`config.mk`:
```
export PLATFORM = sky130hd
export DESIGN_NAME = text_line_folder
export DESIGN_NICKNAME = d
export VERILOG_FILES = /design/src/sv/tlf_pkg.sv /design/src/sv/tlf_decide.sv /design/src/sv/text_line_folder.sv
export SDC_FILE = /design/constraint.sdc
export NUM_CORES = 1
export LEC_CHECK = 0
export BUFFER_PORTS_ARGS = -buffer_cell sky130_fd_sc_hd__buf_2
export CAP_MARGIN = 5
export CORE_MARGIN = 4
export CORE_UTILIZATION = 40
export CTS_CLUSTER_DIAMETER = 40
export DETAILED_ROUTE_END_ITERATION = 8
export PLACE_DENSITY = 0.56
export SKIP_LAST_GASP = 1
export SYNTH_ARGS = -nofsm -noshare
export SYNTH_HDL_FRONTEND = slang
export SYNTH_SLANG_ARGS = --single-unit
export TNS_END_PERCENT = 50
```
`constraint.sdc`:
```
create_clock -name clk -period 4.8 [get_ports clk]
set_input_delay 0.24 -clock clk [delete_from_list [all_inputs] [get_ports clk]]
set_output_delay 0.24 -clock clk [all_outputs]
set_load 0.01 [all_outputs]
```
`src/sv/tlf_pkg.sv`:
```
// tlf_pkg: shared types, byte codes and column arithmetic for the line folder.
// Used by tlf_decide and text_line_folder; depends on nothing.
package tlf_pkg;

  localparam int unsigned ByteW   = 8;
  localparam int unsigned WidthW  = 16;
  localparam int unsigned ColW    = 17;
  localparam int unsigned TabW    = 8;
  localparam int unsigned TabBits = $clog2(TabW);

  localparam logic [WidthW-1:0] WidthReset = WidthW'(1000);
  localparam logic [ColW-1:0]   ColMax     = {ColW{1'b1}};

  localparam logic [ByteW-1:0] ChBs  = 8'd8;
  localparam logic [ByteW-1:0] ChTab = 8'd9;
  localparam logic [ByteW-1:0] ChNl  = 8'd10;
  localparam logic [ByteW-1:0] ChCr  = 8'd13;

  // Phase of the beat run for the held byte
  typedef enum logic [2:0] {
    PH_FIRST = 3'b001,
    PH_CR    = 3'b010,
    PH_BYTE  = 3'b100
  } phase_t;

  // One step of the sequencer: the beat to emit and the state to move to
  typedef struct packed {
    logic [ByteW-1:0] out_byte;
    logic             last;
    logic             done;
    phase_t           phase_nxt;
    logic [ColW-1:0]  col_nxt;
    logic             has_nxt;
  } step_t;

  // Column after placing a byte, saturating at the top of the range
  function automatic logic [ColW-1:0] next_col(input logic [ColW-1:0]  col,
                                               input logic [ByteW-1:0] ch);
    logic [ColW:0] sum;
    logic [ColW-1:0] res;
    sum = '0;
    res = '0;
    if (ch == ChBs) begin
      res = (col != '0) ? col - ColW'(1) : '0;
    end else if (ch == ChCr) begin
      res = '0;
    end else begin
      if (ch == ChTab) begin
        sum = {1'b0, col | ColW'(TabW - 1)} + (ColW+1)'(1);
      end else begin
        sum = {1'b0, col} + (ColW+1)'(1);
      end
      res = sum[ColW] ? ColMax : sum[ColW-1:0];
    end
    return res;
  endfunction

endpackage

```
`src/sv/tlf_decide.sv`:
```
// tlf_decide: combinational step logic; picks the next beat for the held byte.
// Depends on tlf_pkg.
module tlf_decide (
  input  logic [tlf_pkg::ByteW-1:0]  ch,
  input  tlf_pkg::phase_t            phase,
  input  logic [tlf_pkg::ColW-1:0]   col,
  input  logic                       has_bytes,
  input  logic [tlf_pkg::WidthW-1:0] line_width,
  output tlf_pkg::step_t             step
);

  logic [tlf_pkg::ColW-1:0] col_adv;
  logic [tlf_pkg::ColW-1:0] col_fresh;
  logic                     brk;

  assign col_adv   = tlf_pkg::next_col(col, ch);
  assign col_fresh = tlf_pkg::next_col('0, ch);
  // break only when the line already holds bytes
  assign brk       = (col_adv > {1'b0, line_width}) && has_bytes;

  always_comb begin
    step.out_byte  = ch;
    step.last      = 1'b1;
    step.done      = 1'b1;
    step.phase_nxt = tlf_pkg::PH_FIRST;
    step.col_nxt   = col_adv;
    step.has_nxt   = 1'b1;
    unique case (phase)
      tlf_pkg::PH_FIRST: begin
        if (ch == tlf_pkg::ChNl) begin
          step.col_nxt = '0;
          step.has_nxt = 1'b0;
        end else if (brk) begin
          // inserted newline; state holds until the byte itself goes out
          step.out_byte  = tlf_pkg::ChNl;
          step.last      = 1'b0;
          step.done      = 1'b0;
          step.phase_nxt = tlf_pkg::PH_CR;
          step.col_nxt   = col;
          step.has_nxt   = has_bytes;
        end
      end
      tlf_pkg::PH_CR: begin
        step.out_byte  = tlf_pkg::ChCr;
        step.last      = 1'b0;
        step.done      = 1'b0;
        step.phase_nxt = tlf_pkg::PH_BYTE;
        step.col_nxt   = col;
        step.has_nxt   = has_bytes;
      end
      tlf_pkg::PH_BYTE: begin
        // byte on the fresh line, emitted even if still too wide
        step.col_nxt = col_fresh;
      end
      default: begin
        step.out_byte  = ch;
      end
    endcase
  end

endmodule

```
`src/sv/text_line_folder.sv`:
```
// text_line_folder: top level of the line folder; input, state and output registers.
// Depends on tlf_pkg and tlf_decide.
//
// Folds a byte stream into lines no wider than cfg line_width columns unless one byte
// alone is wider. A byte is taken into an input register and one result beat is produced
// per cycle into an output register while out_stall is low, so ordinary bytes stream
// at one per cycle. A byte that forces a break yields three beats (newline, carriage
// return, byte) and holds the input register until the byte goes out. last_of_run
// marks the final beat of each byte. The width register may only be written while idle.
module text_line_folder (
  input  logic                       clk,
  input  logic                       rst_n,
  input  logic                       cfg_wr_en,
  input  logic [tlf_pkg::WidthW-1:0] cfg_wr_data,
  input  logic                       in_valid,
  output logic                       in_stall,
  input  logic [tlf_pkg::ByteW-1:0]  in_byte,
  output logic                       out_valid,
  input  logic                       out_stall,
  output logic [tlf_pkg::ByteW-1:0]  out_byte,
  output logic                       out_last_of_run
);

  logic [tlf_pkg::WidthW-1:0] width_r;
  logic [tlf_pkg::ByteW-1:0]  in_byte_r;
  logic                       in_vld_r, in_vld_nxt;
  tlf_pkg::phase_t            phase_r, phase_nxt;
  logic [tlf_pkg::ColW-1:0]   col_r, col_nxt;
  logic                       has_r, has_nxt;
  logic [tlf_pkg::ByteW-1:0]  out_byte_r;
  logic                       out_last_r;
  logic                       out_vld_r, out_vld_nxt;
  tlf_pkg::step_t             step;
  logic                       out_load;
  logic                       fire;
  logic                       consume;
  logic                       take;

  tlf_decide u_decide (
    .ch         (in_byte_r),
    .phase      (phase_r),
    .col        (col_r),
    .has_bytes  (has_r),
    .line_width (width_r),
    .step       (step)
  );

  // handshake glue
  assign out_load = !out_vld_r || !out_stall;
  assign fire     = in_vld_r && out_load;
  assign consume  = fire && step.done;
  assign in_stall = in_vld_r && !consume;
  assign take     = in_valid && !in_stall;

  // next state
  always_comb begin
    in_vld_nxt  = take ? 1'b1 : (consume ? 1'b0 : in_vld_r);
    phase_nxt   = fire ? step.phase_nxt : phase_r;
    col_nxt     = fire ? step.col_nxt : col_r;
    has_nxt     = fire ? step.has_nxt : has_r;
    out_vld_nxt = fire ? 1'b1 : (out_stall ? out_vld_r : 1'b0);
  end

  // control registers
  always_ff @(posedge clk) begin
    if (!rst_n) begin
      width_r   <= tlf_pkg::WidthReset;
      in_vld_r  <= 1'b0;
      phase_r   <= tlf_pkg::PH_FIRST;
      col_r     <= '0;
      has_r     <= 1'b0;
      out_vld_r <= 1'b0;
    end else begin
      if (cfg_wr_en) begin
        width_r <= cfg_wr_data;
      end
      in_vld_r  <= in_vld_nxt;
      phase_r   <= phase_nxt;
      col_r     <= col_nxt;
      has_r     <= has_nxt;
      out_vld_r <= out_vld_nxt;
    end
  end

  // payload registers
  always_ff @(posedge clk) begin
    if (take) begin
      in_byte_r <= in_byte;
    end
    if (fire) begin
      out_byte_r <= step.out_byte;
      out_last_r <= step.last;
    end
  end

  assign out_valid       = out_vld_r;
  assign out_byte        = out_byte_r;
  assign out_last_of_run = out_last_r;

endmodule
```
==> Word level (Yosys, flattened, before mapping) <==
Cells that the tools add are included.
{ "totals": {"in_bits": 29, "register_bits": 56, "output_inout_bits": 11, "wordCells": 60} }
{ "classes": {"magnitude_cmp": 1, "bitwise": 1, "mux": 24, "n_addsub": 3, "n_eq_ne": 9, "n_reduce_logical": 13} }
{ "ops": {"columns": ["operator", "n"], "rows": [
  ["17-bit two-way mux", 7],
  ["18-bit two-way mux", 6],
  ["17-bit one-hot mux with 3 select lines", 1],
  ["17-bit by 1-bit adder with 18-bit output, second input constant", 2],
  ["8-bit by 4-bit == test with 1-bit output, second input constant", 4],
  ["31-bit two-way mux", 1],
  ["17-bit by 16-bit > comparator with 1-bit output", 1],
  ["17-bit nonzero test", 1],
  ["17-bit by 1-bit subtractor with 17-bit output, second input constant", 1],
  ["8-bit one-hot mux with 2 select lines", 1],
  ["13-bit two-way mux", 1],
  ["5-bit one-hot mux with 2 select lines", 1],
  ["1-bit logical AND", 5],
  ["1-bit logical NOT", 4],
  ["1-bit two-way mux", 4],
  ["4-bit two-way mux", 1],
  ["3-bit by 1-bit == test with 1-bit output, second input constant", 1],
  ["3-bit by 2-bit == test with 1-bit output, second input constant", 1],
  ["3-bit == test, second input constant", 1],
  ["3-bit inequality test, second input constant", 1],
  ["3-bit AND reduction", 1],
  ["2-bit by 1-bit inequality test with 1-bit output, second input constant", 1],
  ["1-bit one-hot mux with 2 select lines", 1],
  ["2-bit nonzero test", 1],
  ["other kinds (2)", 2]
]} }

==> Depth between registers and ports, before layout <==
{ "depth": {"depth_word": 18, "ltp_mapped": 19, "depth_no_buf": 16} }

==> Modules after synthesis <==
Synthesis repeated with hierarchy kept, for this count alone.
{ "hier_totals": {"hier_cells": 456, "area_unflattened_um2": 3893.7} }
{ "by_module_without_submodules": {"columns": ["mod", "instances", "area_per_inst_um2", "cells_per_inst", "seq_area_each_um2"], "rows": [
  ["text_line_folder", 1, 2059.5, 172, 1291.2],
  ["tlf_decide", 1, 1834.3, 284, 0.0]
]} }

==> Worst setup path before layout <==
No wires, ideal clock.
{ "synth_path": {"path_type": "flip-flop to flip-flop", "startpoint": "register col_r[0] (netlist bit)", "endpoint": "register in_byte_r[0] (netlist bit) (enable)", "synth_period_minus_slack_ns": 4.844, "path_stages_with_launch": 18, "t_arrival_ns": 4.459, "path_buffers": 1, "setup_time_ns": 0.385, "required_time_ns": 4.415, "path_slack_ns": -0.044, "path_cell_list": "dfxtp_1 > inv_1 > ha_1 > or4b_4 > or3_1 > o31a_4 > nand3_2 > a21oi_1 > or4_4 > ha_1 > nand4_1 > nor4_1 > a22o_1 > a21oi_1 > o21ai_2 > buf_2 > nand2_1 > a21boi_0"} }
{ "synth_via": {"elab_chain_cells": 17, "elab_cells_between_ends": 20, "cone_classes": "2 x add/sub; 1 x order compare; 10 x mux; 7 x reduce/logical"} }
{ "synth_rtl": {"columns": ["element", "line_no", "source"], "rows": [
  ["start, declared", "text_line_folder.sv:28", "logic [tlf_pkg::ColW-1:0] col_r, col_nxt;"],
  ["start signal, assigned", "text_line_folder.sv:79", "col_r <= col_nxt;"],
  ["17-bit by 1-bit adder with 18-bit output", "tlf_pkg.sv:51", "sum = {1'b0, col} + (ColW+1)'(1);"],
  ["18-bit two-way mux", "tlf_pkg.sv:48", "if (ch == ChTab) begin"],
  ["18-bit two-way mux", "tlf_pkg.sv:45", "end else if (ch == ChCr) begin"],
  ["18-bit two-way mux", "tlf_pkg.sv:43", "if (ch == ChBs) begin"],
  ["17-bit two-way mux", "tlf_pkg.sv:53", "res = sum[ColW] ? ColMax : sum[ColW-1:0];"],
  ["17-bit two-way mux", "tlf_pkg.sv:45", null],
  ["17-bit two-way mux (*)", "tlf_pkg.sv:43", null],
  ["17-bit by 16-bit > comparator with 1-bit output (*)", "tlf_decide.sv:19", "assign brk = (col_adv > {1'b0, line_width}) && has_bytes;"],
  ["1-bit logical AND (*)", "tlf_decide.sv:19", null],
  ["31-bit two-way mux (*)", "tlf_decide.sv:33", "end else if (brk) begin"],
  ["13-bit two-way mux (*)", "tlf_decide.sv:30", "if (ch == tlf_pkg::ChNl) begin"],
  ["5-bit one-hot mux with 2 select lines (*)", "tlf_decide.sv:28", "unique case (phase)"],
  ["1-bit logical AND (*)", "text_line_folder.sv:51", "assign consume = fire && step.done;"],
  ["1-bit logical NOT (*)", "text_line_folder.sv:52", "assign in_stall = in_vld_r && !consume;"],
  ["1-bit logical AND (*)", "text_line_folder.sv:52", null],
  ["1-bit logical NOT (*)", "text_line_folder.sv:53", "assign take = in_valid && !in_stall;"],
  ["1-bit logical AND (*)", "text_line_folder.sv:53", null],
  ["end signal, assigned", "text_line_folder.sv:88", "in_byte_r <= in_byte;"],
  ["end, declared", "text_line_folder.sv:25", "logic [tlf_pkg::ByteW-1:0] in_byte_r;"]
]} }
Every way passes the cells marked *; elsewhere a longest branch is shown, timed or not. The select of a mux whose other input is x is not followed.
A chain may end at the register's enable or synchronous reset.

==> Worst setup path after layout <==
{ "layout_path": {"startpoint": "register col_r[1] (netlist bit)", "endpoint": "output in_stall"} }
{ "layout_via": {"elab_chain_cells": 15, "elab_cells_between_ends": 18, "cone_classes": "2 x add/sub; 1 x order compare; 10 x mux; 5 x reduce/logical"} }
{ "layout_rtl": {"columns": ["element", "line_no", "source"], "rows": [
  ["17-bit by 1-bit adder with 18-bit output", "tlf_pkg.sv:51", null],
  ["18-bit two-way mux", "tlf_pkg.sv:48", null],
  ["18-bit two-way mux", "tlf_pkg.sv:45", null],
  ["18-bit two-way mux", "tlf_pkg.sv:43", null],
  ["17-bit two-way mux", "tlf_pkg.sv:53", null],
  ["17-bit two-way mux", "tlf_pkg.sv:45", null],
  ["17-bit two-way mux (*)", "tlf_pkg.sv:43", null],
  ["17-bit by 16-bit > comparator with 1-bit output (*)", "tlf_decide.sv:19", null],
  ["1-bit logical AND (*)", "tlf_decide.sv:19", null],
  ["31-bit two-way mux (*)", "tlf_decide.sv:33", null],
  ["13-bit two-way mux (*)", "tlf_decide.sv:30", null],
  ["5-bit one-hot mux with 2 select lines (*)", "tlf_decide.sv:28", null],
  ["1-bit logical AND (*)", "text_line_folder.sv:51", null],
  ["1-bit logical NOT (*)", "text_line_folder.sv:52", null],
  ["1-bit logical AND (*)", "text_line_folder.sv:52", null],
  ["end, declared", "text_line_folder.sv:16", "output logic in_stall,"]
]} }
Marks and branches as above.

==> results.sh <==
export IMPL_rrSetupSlack_ns=0.36
export IMPL_final_antenna_net_count=0
export IMPL_power_density_mw_per_mm2=243.7
export IMPL_start_util_pct=41.23
export IMPL_grt_overflow=0
export IMPL_worst_slew_pin_slew_ns=0.6112
export IMPL_place_area_sq_mm=0.004078
export IMPL_vias=3355
export IMPL_antenna_cells=0
export IMPL_max_cap_violations=0
export IMPL_ys_warnings_count=0
export IMPL_synth_flop_cell="dfxtp_1"
export IMPL_arrival_ns=4.38
export IMPL_numCtsBuffers=5
export IMPL_irDropWorstVdd_uv=139.2
export IMPL_worstReg2RegStart="col_r[1]"
export IMPL_clockRootBuffer="clkbuf_8"
export IMPL_cp_max_fo=7
export IMPL_ys_seq_area_share_pct=33.89
export IMPL_clk_latency_ns=0.31
export IMPL_netlist_top_cells_area="dfxtp_1 20%, edfxtp_1 13%, ha_1 6.9%"
export IMPL_worst_setup_path_end_kind="output port"
export IMPL_drive_above_1_share_pct=19.08
export IMPL_post_drt_via_cell_ratio=5.536
export IMPL_critPathKind="flop to output port"
export IMPL_die_width_um=105.6
export IMPL_yosys_area_top_type="dfxtp_1"
export IMPL_wl_per_cell_um=15.86
export IMPL_htree_levels=2
export IMPL_dp_hpwl_mm=7.366
export IMPL_path_clk_slew_ns=0.10
export IMPL_combinationalPowerShare_pct=17.9
export IMPL_cts_hold_buffers=0
export IMPL_worst_setup_path_start_kind="flop"
export IMPL_final_nets=526
export IMPL_cp_required_ns=4.56
export IMPL_relSlewSlack_pct=58.82
export IMPL_num_rows=35
export IMPL_synth_top_area_share_pct=20.49
export IMPL_antenna_found_initial=0
export IMPL_syn_num_nets=486
export IMPL_min_to="in_byte_r[4]"
export IMPL_hold_path_class="input port to flop"
export IMPL_port_buffers=39
export IMPL_hold_viol=0
export IMPL_routed_wirelength_mm=9.609
export IMPL_grt_pass1_vias=3221
export IMPL_setup_viol=0
export IMPL_clock_path_buffers=2
export IMPL_yosysUniqueCellTypes=66
export IMPL_syn_area_per_cell_sq_um=8.738
export IMPL_cts_tree="built"
export IMPL_area_delta_synth_final_pct=10.80
export IMPL_async_flop_share_pct=0
export IMPL_p_int_mw=0.7498
export IMPL_synth_ff_latch_count=56
export IMPL_fin_crit_sh_pct=96.17
export IMPL_netlist_instances=436
export IMPL_status="completed"
export IMPL_p_leak_nw=1.792
export IMPL_reg2reg_depth=18
export IMPL_drcViolationCount=0
export IMPL_whs_ns=0.09540
export IMPL_hold_path_startpoint="in_byte[4]"
export IMPL_seqPwrFrac_pct=51.3
export IMPL_fin_crit_ns=4.616
export IMPL_grt_pass1_wl_mm=16.07
export IMPL_gp_congestion=0.8872
export IMPL_design_area_sq_mm=0.004222
export IMPL_fmax_mhz=216.6
export IMPL_die_h_um=105.6
export IMPL_drtIter0Drc=223
export IMPL_clockPowerShare_pct=30.8
export IMPL_grt_usage_pct=17.60
export IMPL_p_sw_mw=0.2791
export IMPL_dieArea_sq_mm=0.01115
export IMPL_grt_max_degree=24
export IMPL_slew_viol_final=0
export IMPL_fin_setup_tns_ns=0
export IMPL_clock_skew_ns=0.008299
export IMPL_swShare_pct=27.13
export IMPL_hold_path_depth=1
export IMPL_dr_pass1_iters=5
export IMPL_cts_sinks=56
export IMPL_num_io_pins=40
export IMPL_synth_edf_count=17
export IMPL_core_area_sq_mm=0.009240
export IMPL_syn_area_sq_mm=0.003810
export IMPL_r2r_end="col_r[16]"
-- metrics by stage --
step	power, mW	util [%]	worst slack (ns)	std cells
after CTS	1.041	45.57	0.02085	606
final	1.029	45.69	0.1839	606
after detailed placement	0.7197	44.13	-0.01670	596
after global placement	0.7162	44.13	0.1949	596
after floorplan	0.6725	-	0.1680	436
after global routing	1.085	45.69	-0.003721	606
-- repair_timing --
item,4_1_cts,5_1_grt
pin swaps,2,3
setup buffers,2,0
setup endpoints to repair,9,3
hold endpoints to repair,0,0
gates resized for setup,1,6
-- synthesized netlist by cell type, types with 3 or more instances --
cell and count:
nand2_1 56, dfxtp_1 39, a21oi_1 31, nor2_1 31, inv_1 24, ha_1 21, edfxtp_1 17, a31o_1 15
o21ai_0 13, mux2i_1 12, nand3_1 12, xnor2_1 11, nor3_1 10, a211oi_1 9, and3_1 9, nor4_1 9
clkbuf_1 8, nand4_1 7, o211ai_1 7, a31oi_1 6, buf_6 6, clkbuf_8 6, and2_1 5, o22ai_1 5
a21boi_0 4, buf_2 4, or3_1 4, or4_4 4, xor2_1 3
-- power groups by stage --
| stage | registers [mW] | logic [mW] | clock network (mW) |
|---|---|---|---|
| floorplan | 0.539 | 0.134 | 0 |
| global placement | 0.538 | 0.178 | 0 |
| detailed placement | 0.538 | 0.181 | 0 |
| CTS | 0.528 | 0.182 | 0.331 |
| global route | 0.531 | 0.205 | 0.349 |
| finish | 0.528 | 0.184 | 0.317 |
-- worst max path at each step --
stage,endpoint,depth (start not counted),slack [ns],from
after global routing,in_stall,17,-0.004,col_r[1]
after floorplan,in_byte_r[0],17,0.17,col_r[0]
final,in_stall,17,0.18,col_r[1]
after detailed placement,in_byte_r[2],15,-0.02,in_byte_r[7]
after CTS,in_stall,17,0.02,col_r[0]
after global placement,in_byte_r[7],15,0.19,in_byte_r[7]
-- sequential cells by signal, indices dropped and copies added (netlist names) --
signal / count
col_r: 17
out_byte: 8
phase_r: 3
in_vld_r: 1
out_last_of_run: 1
out_valid: 1
in_byte_r: 8
has_r: 1
width_r: 16
-- logic make-up after synthesis --
logic type | Yosys count | share of synthesized area (%)
simple gates | 164 | 22.46
compound gates | 114 | 20.92
flops | 56 | 33.89
buf+inv | 55 | 9.458
fa+ha+maj | 21 | 6.896
xor+xnor | 14 | 3.218
mux | 12 | 3.153
-- final cells by class --
| type | count | area, sq um |
|---|---|---|
| fillers | 926 | 5019 |
| inverters | 25 | 93.84 |
| clock buffers | 6 | 72.57 |
| well taps | 129 | 161.4 |
| repair buffers | 63 | 387.9 |
| flip-flops and latches | 56 | 1292 |
| clock inverters | 2 | 38.79 |
| multi-input cells | 325 | 2175 |
-- routing by layer --
layer / vias to the layer above / track usage (%) / routed length [um]
li1: 1673 / - / -
met1: 1553 / 24.62 / 4587
met2: 114 / 28.23 / 4282
met3: 15 / 2.388 / 557
met4: 0 / 5.273 / 182
met5: - / 0 / 0
-- critical path, stage by stage, from the launching register on --
cell	delay [ns]
dfxtp_1	0.35
inv_1	0.09
ha_1	0.19
or4b_4	0.52
or3_4	0.41
o31a_4	0.33
nand3_2	0.08
a21oi_1	0.06
or4_4	0.53
ha_1	0.31
nand4_1	0.16
nor4_1	0.22
a22o_1	0.18
a21oi_1	0.06
o21ai_2	0.18
nand2_1	0.10
and2_1	0.17
buf_2	0.13
-- cells in the final DEF, fill, tap and decap left out, types with 4 or more instances in the layout --
master,n
nand2_1,56
buf_2,39
dfxtp_1,38
nor2_1,31
a21oi_1,31
inv_1,24
buf_4,23
ha_1,21
edfxtp_1,17
a31o_1,15
nand3_1,12
mux2i_1,12
xnor2_1,11
o21ai_0,11
nor3_1,10
nor4_1,9
and3_1,9
a211oi_1,8
nand4_1,7
o211ai_1,7
a31oi_1,6
and2_1,5
o22ai_1,5
clkbuf_8,5
or4_4,4
o21ai_1,4
Note: power is estimated with default switching activity, not from simulation.
